## src/design/tlvp_pkg.sv

```systemverilog
`timescale 1ns / 1ps
`default_nettype none
// ----------------------------------------------------------------------------
// tlvp_pkg: shared types and constants of the TLV record stream parser
// Transaction payloads, configuration set, byte role and status codes.
// ----------------------------------------------------------------------------
package tlvp_pkg;

	localparam int HEADER_BYTES = 6;
	localparam int HDR_POS_W    = $clog2(HEADER_BYTES);
	localparam int PREAMBLE_BYTES = 3;

	localparam logic [15:0] MAX_LEN_RESET  = 16'd1586;
	localparam logic [23:0] PREAMBLE_RESET = 24'h4B4E47;

	localparam int CFG_INDEX_W = 8;
	localparam logic [CFG_INDEX_W-1:0] REG_MAX_PAYLOAD_LENGTH = 8'd0;
	localparam logic [CFG_INDEX_W-1:0] REG_PREAMBLE_WORD      = 8'd1;

	localparam logic [2:0] ROLE_HEADER   = 3'd0;
	localparam logic [2:0] ROLE_CATEGORY = 3'd1;
	localparam logic [2:0] ROLE_PARAM    = 3'd2;
	localparam logic [2:0] ROLE_LEN_HI   = 3'd3;
	localparam logic [2:0] ROLE_LEN_LO   = 3'd4;
	localparam logic [2:0] ROLE_PAYLOAD  = 3'd5;
	localparam logic [2:0] ROLE_IGNORED  = 3'd6;

	localparam logic [1:0] STATUS_OK         = 2'd0;
	localparam logic [1:0] STATUS_OVER_LIMIT = 2'd1;
	localparam logic [1:0] STATUS_TRUNCATED  = 2'd2;

	typedef enum logic [5:0] {
		PH_HEADER  = 6'b000001,
		PH_CAT     = 6'b000010,
		PH_PARAM   = 6'b000100,
		PH_LENHI   = 6'b001000,
		PH_LENLO   = 6'b010000,
		PH_PAYLOAD = 6'b100000
	} phase_t;

	typedef struct packed {
		logic [7:0] data_byte;
		logic       end_of_stream;
	} item_t;

	typedef struct packed {
		logic [7:0]  byte_out;
		logic [2:0]  byte_role;
		logic        record_done;
		logic [16:0] record_total_length;
		logic        header_match;
		logic [1:0]  parse_status;
		logic        stream_done;
		logic        sum_zero;
	} result_t;

	typedef struct packed {
		logic [15:0] max_payload_length;
		logic [23:0] preamble_word;
	} cfg_t;

endpackage
`default_nettype wire

```

## src/design/tlvp_cfg_regs.sv

```systemverilog
`timescale 1ns / 1ps
`default_nettype none
// ----------------------------------------------------------------------------
// tlvp_cfg_regs: configuration register file
// Holds the payload length limit and the expected preamble.
// ----------------------------------------------------------------------------
module tlvp_cfg_regs (
	input  wire logic                             clk,
	input  wire logic                             arst_n,
	input  wire logic                             cfg_valid,
	output      logic                             cfg_ready,
	input  wire logic [tlvp_pkg::CFG_INDEX_W-1:0] cfg_index,
	input  wire logic [23:0]                      cfg_data,
	output      tlvp_pkg::cfg_t                   cfg
);

	tlvp_pkg::cfg_t cfg_q;

	assign cfg_ready = 1'b1;
	assign cfg       = cfg_q;

	// Drop writes to indexes beyond the register list.
	always_ff @(posedge clk or negedge arst_n) begin
		if (!arst_n) begin
			cfg_q.max_payload_length <= tlvp_pkg::MAX_LEN_RESET;
			cfg_q.preamble_word      <= tlvp_pkg::PREAMBLE_RESET;
		end else if (cfg_valid) begin
			if (cfg_index == tlvp_pkg::REG_MAX_PAYLOAD_LENGTH) begin
				cfg_q.max_payload_length <= cfg_data[15:0];
			end else if (cfg_index == tlvp_pkg::REG_PREAMBLE_WORD) begin
				cfg_q.preamble_word <= cfg_data;
			end
		end
	end

endmodule
`default_nettype wire

```

## src/design/tlvp_parse_core.sv

```systemverilog
`timescale 1ns / 1ps
`default_nettype none
// ----------------------------------------------------------------------------
// tlvp_parse_core: parse state and per-byte decode
// Computes one result from the current byte and advances the parse state.
// ----------------------------------------------------------------------------
module tlvp_parse_core (
	input  wire logic             clk,
	input  wire logic             arst_n,
	input  wire logic             step,
	input  wire tlvp_pkg::item_t  item,
	input  wire tlvp_pkg::cfg_t   cfg,
	output      tlvp_pkg::result_t result
);

	tlvp_pkg::phase_t               phase_q, phase_d;
	logic [tlvp_pkg::HDR_POS_W-1:0] hpos_q, hpos_d;
	logic [15:0]                    remain_q, remain_d;
	logic [7:0]                     len_hi_q, len_hi_d;
	logic [15:0]                    cur_len_q, cur_len_d;
	logic [7:0]                     sum_q, sum_d;
	logic                           pre_ok_q, pre_ok_d;
	logic                           stop_q, stop_d;

	logic [7:0]  b;
	logic [7:0]  want;
	logic [15:0] len_word;
	logic [15:0] remain_dec;

	assign b          = item.data_byte;
	assign len_word   = {len_hi_q, b};
	assign remain_dec = remain_q - 16'd1;

	always_comb begin
		case (hpos_q)
			tlvp_pkg::HDR_POS_W'(0): want = cfg.preamble_word[23:16];
			tlvp_pkg::HDR_POS_W'(1): want = cfg.preamble_word[15:8];
			default:                 want = cfg.preamble_word[7:0];
		endcase
	end

	always_comb begin
		phase_d   = phase_q;
		hpos_d    = hpos_q;
		remain_d  = remain_q;
		len_hi_d  = len_hi_q;
		cur_len_d = cur_len_q;
		sum_d     = sum_q + b;
		pre_ok_d  = pre_ok_q;
		stop_d    = stop_q;

		result.byte_out            = b;
		result.byte_role           = tlvp_pkg::ROLE_IGNORED;
		result.record_done         = 1'b0;
		result.record_total_length = 17'd0;

		if (!stop_q) begin
			case (phase_q)
				tlvp_pkg::PH_HEADER: begin
					result.byte_role = tlvp_pkg::ROLE_HEADER;
					if ({{(32-tlvp_pkg::HDR_POS_W){1'b0}}, hpos_q} < tlvp_pkg::PREAMBLE_BYTES
					    && want != b) begin
						pre_ok_d = 1'b0;
					end
					if (hpos_q == tlvp_pkg::HDR_POS_W'(tlvp_pkg::HEADER_BYTES - 1)) begin
						hpos_d  = '0;
						phase_d = tlvp_pkg::PH_CAT;
					end else begin
						hpos_d = hpos_q + 1'b1;
					end
				end
				tlvp_pkg::PH_CAT: begin
					result.byte_role = tlvp_pkg::ROLE_CATEGORY;
					phase_d          = tlvp_pkg::PH_PARAM;
				end
				tlvp_pkg::PH_PARAM: begin
					result.byte_role = tlvp_pkg::ROLE_PARAM;
					phase_d          = tlvp_pkg::PH_LENHI;
				end
				tlvp_pkg::PH_LENHI: begin
					result.byte_role = tlvp_pkg::ROLE_LEN_HI;
					len_hi_d         = b;
					phase_d          = tlvp_pkg::PH_LENLO;
				end
				tlvp_pkg::PH_LENLO: begin
					result.byte_role = tlvp_pkg::ROLE_LEN_LO;
					cur_len_d        = len_word;
					if (len_word > cfg.max_payload_length) begin
						stop_d = 1'b1;
					end else if (len_word == 16'd0) begin
						result.record_done         = 1'b1;
						result.record_total_length = 17'd4;
						phase_d                    = tlvp_pkg::PH_CAT;
					end else begin
						remain_d = len_word;
						phase_d  = tlvp_pkg::PH_PAYLOAD;
					end
				end
				default: begin
					result.byte_role = tlvp_pkg::ROLE_PAYLOAD;
					remain_d         = remain_dec;
					if (remain_dec == 16'd0) begin
						result.record_done         = 1'b1;
						result.record_total_length = {1'b0, cur_len_q} + 17'd4;
						phase_d                    = tlvp_pkg::PH_CAT;
					end
				end
			endcase
		end

		result.header_match = pre_ok_d;
		result.stream_done  = item.end_of_stream;
		result.sum_zero     = item.end_of_stream && (sum_d == 8'd0);
		if (stop_d) begin
			result.parse_status = tlvp_pkg::STATUS_OVER_LIMIT;
		end else if (item.end_of_stream && phase_d != tlvp_pkg::PH_CAT) begin
			result.parse_status = tlvp_pkg::STATUS_TRUNCATED;
		end else begin
			result.parse_status = tlvp_pkg::STATUS_OK;
		end
	end

	// Advance on each consumed byte; return to the start state after the final byte.
	always_ff @(posedge clk or negedge arst_n) begin
		if (!arst_n) begin
			phase_q   <= tlvp_pkg::PH_HEADER;
			hpos_q    <= '0;
			remain_q  <= '0;
			len_hi_q  <= '0;
			cur_len_q <= '0;
			sum_q     <= '0;
			pre_ok_q  <= 1'b1;
			stop_q    <= 1'b0;
		end else if (step) begin
			if (item.end_of_stream) begin
				phase_q   <= tlvp_pkg::PH_HEADER;
				hpos_q    <= '0;
				remain_q  <= '0;
				len_hi_q  <= '0;
				cur_len_q <= '0;
				sum_q     <= '0;
				pre_ok_q  <= 1'b1;
				stop_q    <= 1'b0;
			end else begin
				phase_q   <= phase_d;
				hpos_q    <= hpos_d;
				remain_q  <= remain_d;
				len_hi_q  <= len_hi_d;
				cur_len_q <= cur_len_d;
				sum_q     <= sum_d;
				pre_ok_q  <= pre_ok_d;
				stop_q    <= stop_d;
			end
		end
	end

endmodule
`default_nettype wire

```

## src/design/tlv_record_stream_parser_unit.sv

```systemverilog
`timescale 1ns / 1ps
`default_nettype none
// ----------------------------------------------------------------------------
// tlv_record_stream_parser_unit: TLV record deframer with additive checksum
// Tags each stream byte with its role, reports record lengths, preamble match,
// length-limit errors, truncation and the end-of-stream checksum result.
// ----------------------------------------------------------------------------
// The unit takes one byte transaction per clock while results are taken and
// returns exactly one result transaction per byte, in order. A byte sits in the
// input register while it is decoded and moves into the result register, from
// which its result is offered. The rate of one byte per cycle is set by the
// single decode step between those two registers, which updates the parse
// state as the byte moves forward. While a result waits in the result register
// a new byte is still taken as long as the input register is empty; with both
// registers full the byte side stalls until the result is taken.
// Configuration writes are always accepted; write them only while no stream
// byte is in flight. After the final byte the parse state returns to its reset
// values while the configuration registers keep their contents.
// ----------------------------------------------------------------------------
module tlv_record_stream_parser_unit (
	input  wire logic                             clk,
	input  wire logic                             arst_n,
	input  wire logic                             item_valid,
	output      logic                             item_ready,
	input  wire tlvp_pkg::item_t                  item,
	output      logic                             result_valid,
	input  wire logic                             result_ready,
	output      tlvp_pkg::result_t                result,
	input  wire logic                             cfg_valid,
	output      logic                             cfg_ready,
	input  wire logic [tlvp_pkg::CFG_INDEX_W-1:0] cfg_index,
	input  wire logic [23:0]                      cfg_data
);

	tlvp_pkg::cfg_t    cfg;
	tlvp_pkg::item_t   item_s1;
	logic              valid_s1;
	tlvp_pkg::result_t decoded;
	tlvp_pkg::result_t result_s2;
	logic              valid_s2;
	logic              out_free;
	logic              advance;

	// Result register is free when empty or being taken this cycle.
	assign out_free   = !valid_s2 || result_ready;
	// Move the held byte through decode into the result register.
	assign advance    = valid_s1 && out_free;
	// Accept a new byte whenever the input register empties or is empty.
	assign item_ready = !valid_s1 || out_free;

	assign result_valid = valid_s2;
	assign result       = result_s2;

	tlvp_cfg_regs u_cfg (
		.clk       (clk),
		.arst_n    (arst_n),
		.cfg_valid (cfg_valid),
		.cfg_ready (cfg_ready),
		.cfg_index (cfg_index),
		.cfg_data  (cfg_data),
		.cfg       (cfg)
	);

	tlvp_parse_core u_core (
		.clk    (clk),
		.arst_n (arst_n),
		.step   (advance),
		.item   (item_s1),
		.cfg    (cfg),
		.result (decoded)
	);

	// Input register: hold the byte until decode consumes it.
	always_ff @(posedge clk or negedge arst_n) begin
		if (!arst_n) begin
			valid_s1 <= 1'b0;
		end else if (item_ready) begin
			valid_s1 <= item_valid;
		end
	end

	always_ff @(posedge clk) begin
		if (item_ready && item_valid) begin
			item_s1 <= item;
		end
	end

	// Result register: hold the result until the consumer takes it.
	always_ff @(posedge clk or negedge arst_n) begin
		if (!arst_n) begin
			valid_s2 <= 1'b0;
		end else if (out_free) begin
			valid_s2 <= valid_s1;
		end
	end

	always_ff @(posedge clk) begin
		if (advance) begin
			result_s2 <= decoded;
		end
	end

endmodule
`default_nettype wire

```

## config.mk

```make
export PLATFORM = sky130hd
export DESIGN_NAME = tlv_record_stream_parser_unit
export DESIGN_NICKNAME = d
export VERILOG_FILES = /design/src/design/tlvp_pkg.sv /design/src/design/tlvp_cfg_regs.sv /design/src/design/tlvp_parse_core.sv /design/src/design/tlv_record_stream_parser_unit.sv
export SDC_FILE = /design/constraint.sdc
export NUM_CORES = 1
export LEC_CHECK = 0
export BUFFER_PORTS_ARGS = -buffer_cell sky130_fd_sc_hd__buf_2
export CORE_MARGIN = 1.5
export CORE_UTILIZATION = 40
export CTS_CLUSTER_DIAMETER = 30
export CTS_CLUSTER_SIZE = 30
export DETAILED_ROUTE_END_ITERATION = 12
export HOLD_SLACK_MARGIN = 0.1
export REMOVE_ABC_BUFFERS = 1
export SLEW_MARGIN = 5
export SYNTH_ARGS = -nofsm -noshare
export SYNTH_HDL_FRONTEND = slang
export SYNTH_HIERARCHICAL = 1
export SYNTH_SLANG_ARGS = --single-unit
export TNS_END_PERCENT = 50
```

## constraint.sdc

```tcl
create_clock -name clk -period 7.1 [get_ports clk]
set_input_delay 0.355 -clock clk [delete_from_list [all_inputs] [get_ports clk]]
set_output_delay 0.355 -clock clk [all_outputs]
set_load 0.02 [all_outputs]
```

==> results.txt <==
* Leak pwr: 3.862 nW
- Setup repair after global routing missed its margin: no
- Crit path arrival time: 3.61 ns
* Final Hold Violating Endpoints: 0
- H-tree levels: 4
- In this run the post-CTS setup repair buffer count came out at 0.
- The worst setup path is launched from a flip-flop.
- The routed layout has 5629 vias.
- The first global-routing pass estimated 31040 µm of wire.
- Summing all non-filler instances in the final layout gives an area of 8912 µm².
- CTS placed an instance of clkbuf_16 at the clock tree root.
- Filler Cells Inserted: 1718
* DIE HEIGHT: 142 µm
- Outcome: complete, no violations
* Antenna diodes: 0
* Clock tree from TritonCTS: done
* Slowest cell on the critical path: a2111oi_0
* Highest achievable clock rate: 0.3031 GHz
- Clock-pin slew was measured on the worst setup and hold paths at 0.06 ns.
* Synthesized flop and latch total: 144
- Cells along the critical path: ha_1, a21oi_1, o21ai_0, a2111oi_0, a311o_1, and2_1, o21ai_2, a221o_1
- Worst supply voltage drop on vdd: 191.0 µV
- The worst path uses 46.47% of the clock period.
* # resized after CTS: 0
- The most used flip-flop cell after synthesis is dfrtp_1.
* Asr flop ratio synth: 70.14%
* Number of flops mapped to enable cells by yosys: 43
* Total grt overflow: 0
- The smallest clock period supported by the final layout is computed as 3.300 ns.
- The number of different library cells used by synthesis comes to 72.
- Worst slew slack as a fraction of its limit: 14.84%
- Number of synthesis warnings: 6
- Drt first pass iters: 5
- Initial detailed-routing violation count: 449
- In this run the standard cell core region covers 18830 µm².
- Worst Hold Class: in -> reg
- Measured along the x axis, the die boundary spans 142 µm.
- Across every metal layer, demand over resource in global routing totals 20.11%.
- The worst setup path is of the reg -> reg kind.
- Number of global-route vias before repair: 5863
* Total die area: 20160 µm²
- Area delta synth->final: 15.31%
* Power density of the placed cells: 335.7 nW/µm²
- The tree built by TritonCTS fans out to 144 sinks.
* Mean cell area of the mapped netlist: 11.17 µm²
- Post-place instance area: 8229 µm²
* Routed vias/inst: 5.454
- The cell count after synthesis came out at 692.
* Starting utilization of the core area: 41.04%
* Port buffer count: 81
- Summed over all failing endpoints, the final setup total negative slack is 0 ns.
- The number of antenna violations at the first check in global routing is 0.
- Max incr delay on CP: 0.67 ns
* DRC violations left: 0
- Top-level I/O count: 83
* Worst clock skew on the final layout: 0.009692 ns
- End-of-flow core utilization: 47.33%
- The congestion estimate from routability-driven global placement came to 0.9074.
- In the final layout, the share of cells above drive strength 1 is 27.07%.
* Count of antenna-violating nets left after detailed routing: 0
- Tightest Pin Transition: 1.269 ns
- Maximum number of pins on one net before global-route repair: 82
- Counting along the longest clock path gives a buffer depth of 2.
* Hold bufs inserted after CTS: 9
- After synthesis, flip-flops and latches occupy 49.72% of the total area.
- Kind of capture point of the worst setup path: flip-flop
- Routed wire length per instance: 18.25 µm
* Final setup violation count: 0
- After the last flow step, the layout net total stands at 832.
- Count of standard-cell rows: 50
* Count of maximum capacitance violations: 0
* Post-synthesis instance area: 7729 µm²
- Maximum net fanout on the critical path: 8
- Required time of the critical path: 7.41 ns
- For this block, the routed nets add up to 18830 µm of wire.
- Count of final max-slew check failures: 0
* Clock latency on the worst-skew pair: 0.43 ns
- TritonCTS created 17 clock buffers.
- Half-perimeter wire length of the detailed placement result: 12920 µm
-- state kept, by name, indices dropped and copies added, names as in the netlist, 3 cells and up --
signal            flops
item_s1               9
result               34
u_cfg/cfg            40
u_core/cur_len_q     16
u_core/hpos_q         3
u_core/len_hi_q       8
u_core/phase_q        6
u_core/remain_q      16
u_core/sum_q          8
-- metrics by stage --
stage          total power [mW]  hold WS [ns]  instances  setup slack, ns
6_report                  2.992        0.1260       1032            3.800
5_1_grt                   3.176        0.1085       1032            3.583
4_1_cts                   2.994        0.1103       1032            3.837
3_5_place_dp              2.076        0.2608        991            3.840
3_3_place_gp              2.052        0.2502        991            3.933
2_1_floorplan             1.807       0.05941        642            3.743
-- power breakdown --
part           switching [mW]  total (mW)  internal, mW
Sequential              0.182        1.19          1.01
Clock                   0.348       0.904         0.556
Combinational           0.508       0.900         0.392
Total                    1.04        2.99          1.95
-- critical path: cells and delay by family, from the launching register on --
family          cells  cell delay [ns]
fa+ha+maj           1             0.37
simple gates        1             0.39
compound gates      6             1.88
flops               1             0.53
-- cell families after synthesis --
kind of cell / Yosys count / share of synthesized area, %
AND/OR/NAND/NOR: 193 / 13.11
flip-flops: 144 / 49.72
AO/OA/AOI/OAI: 143 / 13.21
buffers and inverters: 87 / 5.601
multiplexers: 62 / 9.875
XOR/XNOR: 35 / 3.966
adder cells (fa/ha/maj): 27 / 4.468
other: 1 / 0.04852
-- cell usage after synthesis, drive strengths merged (3+ instances only) --
| library cell | number | share of area, % |
|---|---|---|
| clkbuf | 26 | 1.3 |
| o21ai | 36 | 2.4 |
| mux2i | 8 | 1.0 |
| ha | 26 | 4.2 |
| a211o | 3 | 0.34 |
| mux2 | 54 | 8.8 |
| nor3 | 19 | 1.3 |
| buf | 24 | 2.5 |
| nand2b | 4 | 0.32 |
| o2bb2ai | 3 | 0.34 |
| a21o | 6 | 0.58 |
| nor2b | 16 | 1.3 |
| inv | 37 | 1.8 |
| nor4 | 12 | 0.97 |
| nand3 | 17 | 1.1 |
| a221o | 10 | 1.3 |
| nand4 | 6 | 0.49 |
| or4 | 3 | 0.29 |
| o31ai | 6 | 0.58 |
| a31oi | 5 | 0.40 |
| dfrtp | 82 | 27 |
| or3 | 7 | 0.57 |
| edfxtp | 43 | 17 |
| nor2 | 47 | 2.3 |
| and3 | 8 | 0.65 |
| a31o | 6 | 0.68 |
| xnor2 | 23 | 2.6 |
| and2 | 5 | 0.44 |
| xor2 | 12 | 1.4 |
| a22o | 19 | 2.2 |
| a21oi | 23 | 1.5 |
| dfstp | 19 | 6.5 |
| o41ai | 3 | 0.34 |
| nand2 | 37 | 1.8 |
| or4b | 4 | 0.62 |
| o211ai | 3 | 0.29 |
-- final timing paths --
kind                                             startpoint                               to  slack (ns)  cells after the start
worst min register to register  u_core/sum_q[3]$_DFFE_PN0P_      u_core/sum_q[3]$_DFFE_PN0P_        0.50                      1
worst max register to register         item_s1[6]$_DFFE_PP_  u_core/remain_q[11]$_DFFE_PN0P_        3.80                      8
max in group asynchronous                            arst_n      u_core/sum_q[7]$_DFFE_PN0P_        5.37                      3
worst min-delay path                                item[6]             item_s1[6]$_DFFE_PP_        0.13                      1
worst max-delay path                   item_s1[6]$_DFFE_PP_  u_core/remain_q[11]$_DFFE_PN0P_        3.80                      8
min in group asynchronous                            arst_n        u_cfg/cfg[18]$_DFFE_PN0P_        0.36                      2
-- layout by cell type (no fill, tap or decap), types with 6 or more instances in the layout --
| master | n |
|---|---|
| a21oi_1 | 23 |
| a221o_1 | 10 |
| o21ai_0 | 33 |
| nand2_1 | 37 |
| xnor2_1 | 23 |
| buf_2 | 80 |
| nand4_1 | 6 |
| ha_1 | 26 |
| nand3_1 | 17 |
| dfstp_2 | 19 |
| mux2_4 | 20 |
| dlygate4sd3_1 | 9 |
| or3_1 | 7 |
| a22o_1 | 19 |
| nor4_1 | 12 |
| nor2_1 | 47 |
| nor3_1 | 18 |
| buf_4 | 9 |
| dfrtp_1 | 82 |
| inv_1 | 37 |
| o31ai_1 | 6 |
| and3_1 | 8 |
| edfxtp_1 | 43 |
| mux2_2 | 34 |
| xor2_1 | 12 |
| a31o_2 | 6 |
| a21o_1 | 6 |
| clkbuf_16 | 19 |
| nor2b_1 | 16 |
| mux2i_1 | 8 |
-- metal layers --
layer / global-route usage, % / share of wire, % / vias up
met4: 8.410 / 2.5 / 0
met2: 32.25 / 46 / 173
li1: - / - / 2648
met1: 26.34 / 46 / 2772
met3: 4.542 / 4.9 / 36
met5: 0 / 0 / -
-- cell type report --
cell class / instances / area (µm²) / area share [%]
inverters: 37 / 138.9 / 1.558
clock inverters: 10 / 106.4 / 1.193
flip-flops and latches: 144 / 3842 / 43.11
well taps: 260 / 325.3 / 3.650
multi-input cells: 461 / 3455 / 38.76
clock buffers: 22 / 486.7 / 5.461
repair buffers: 98 / 558.0 / 6.261
Power figures use the tool's default switching activity.
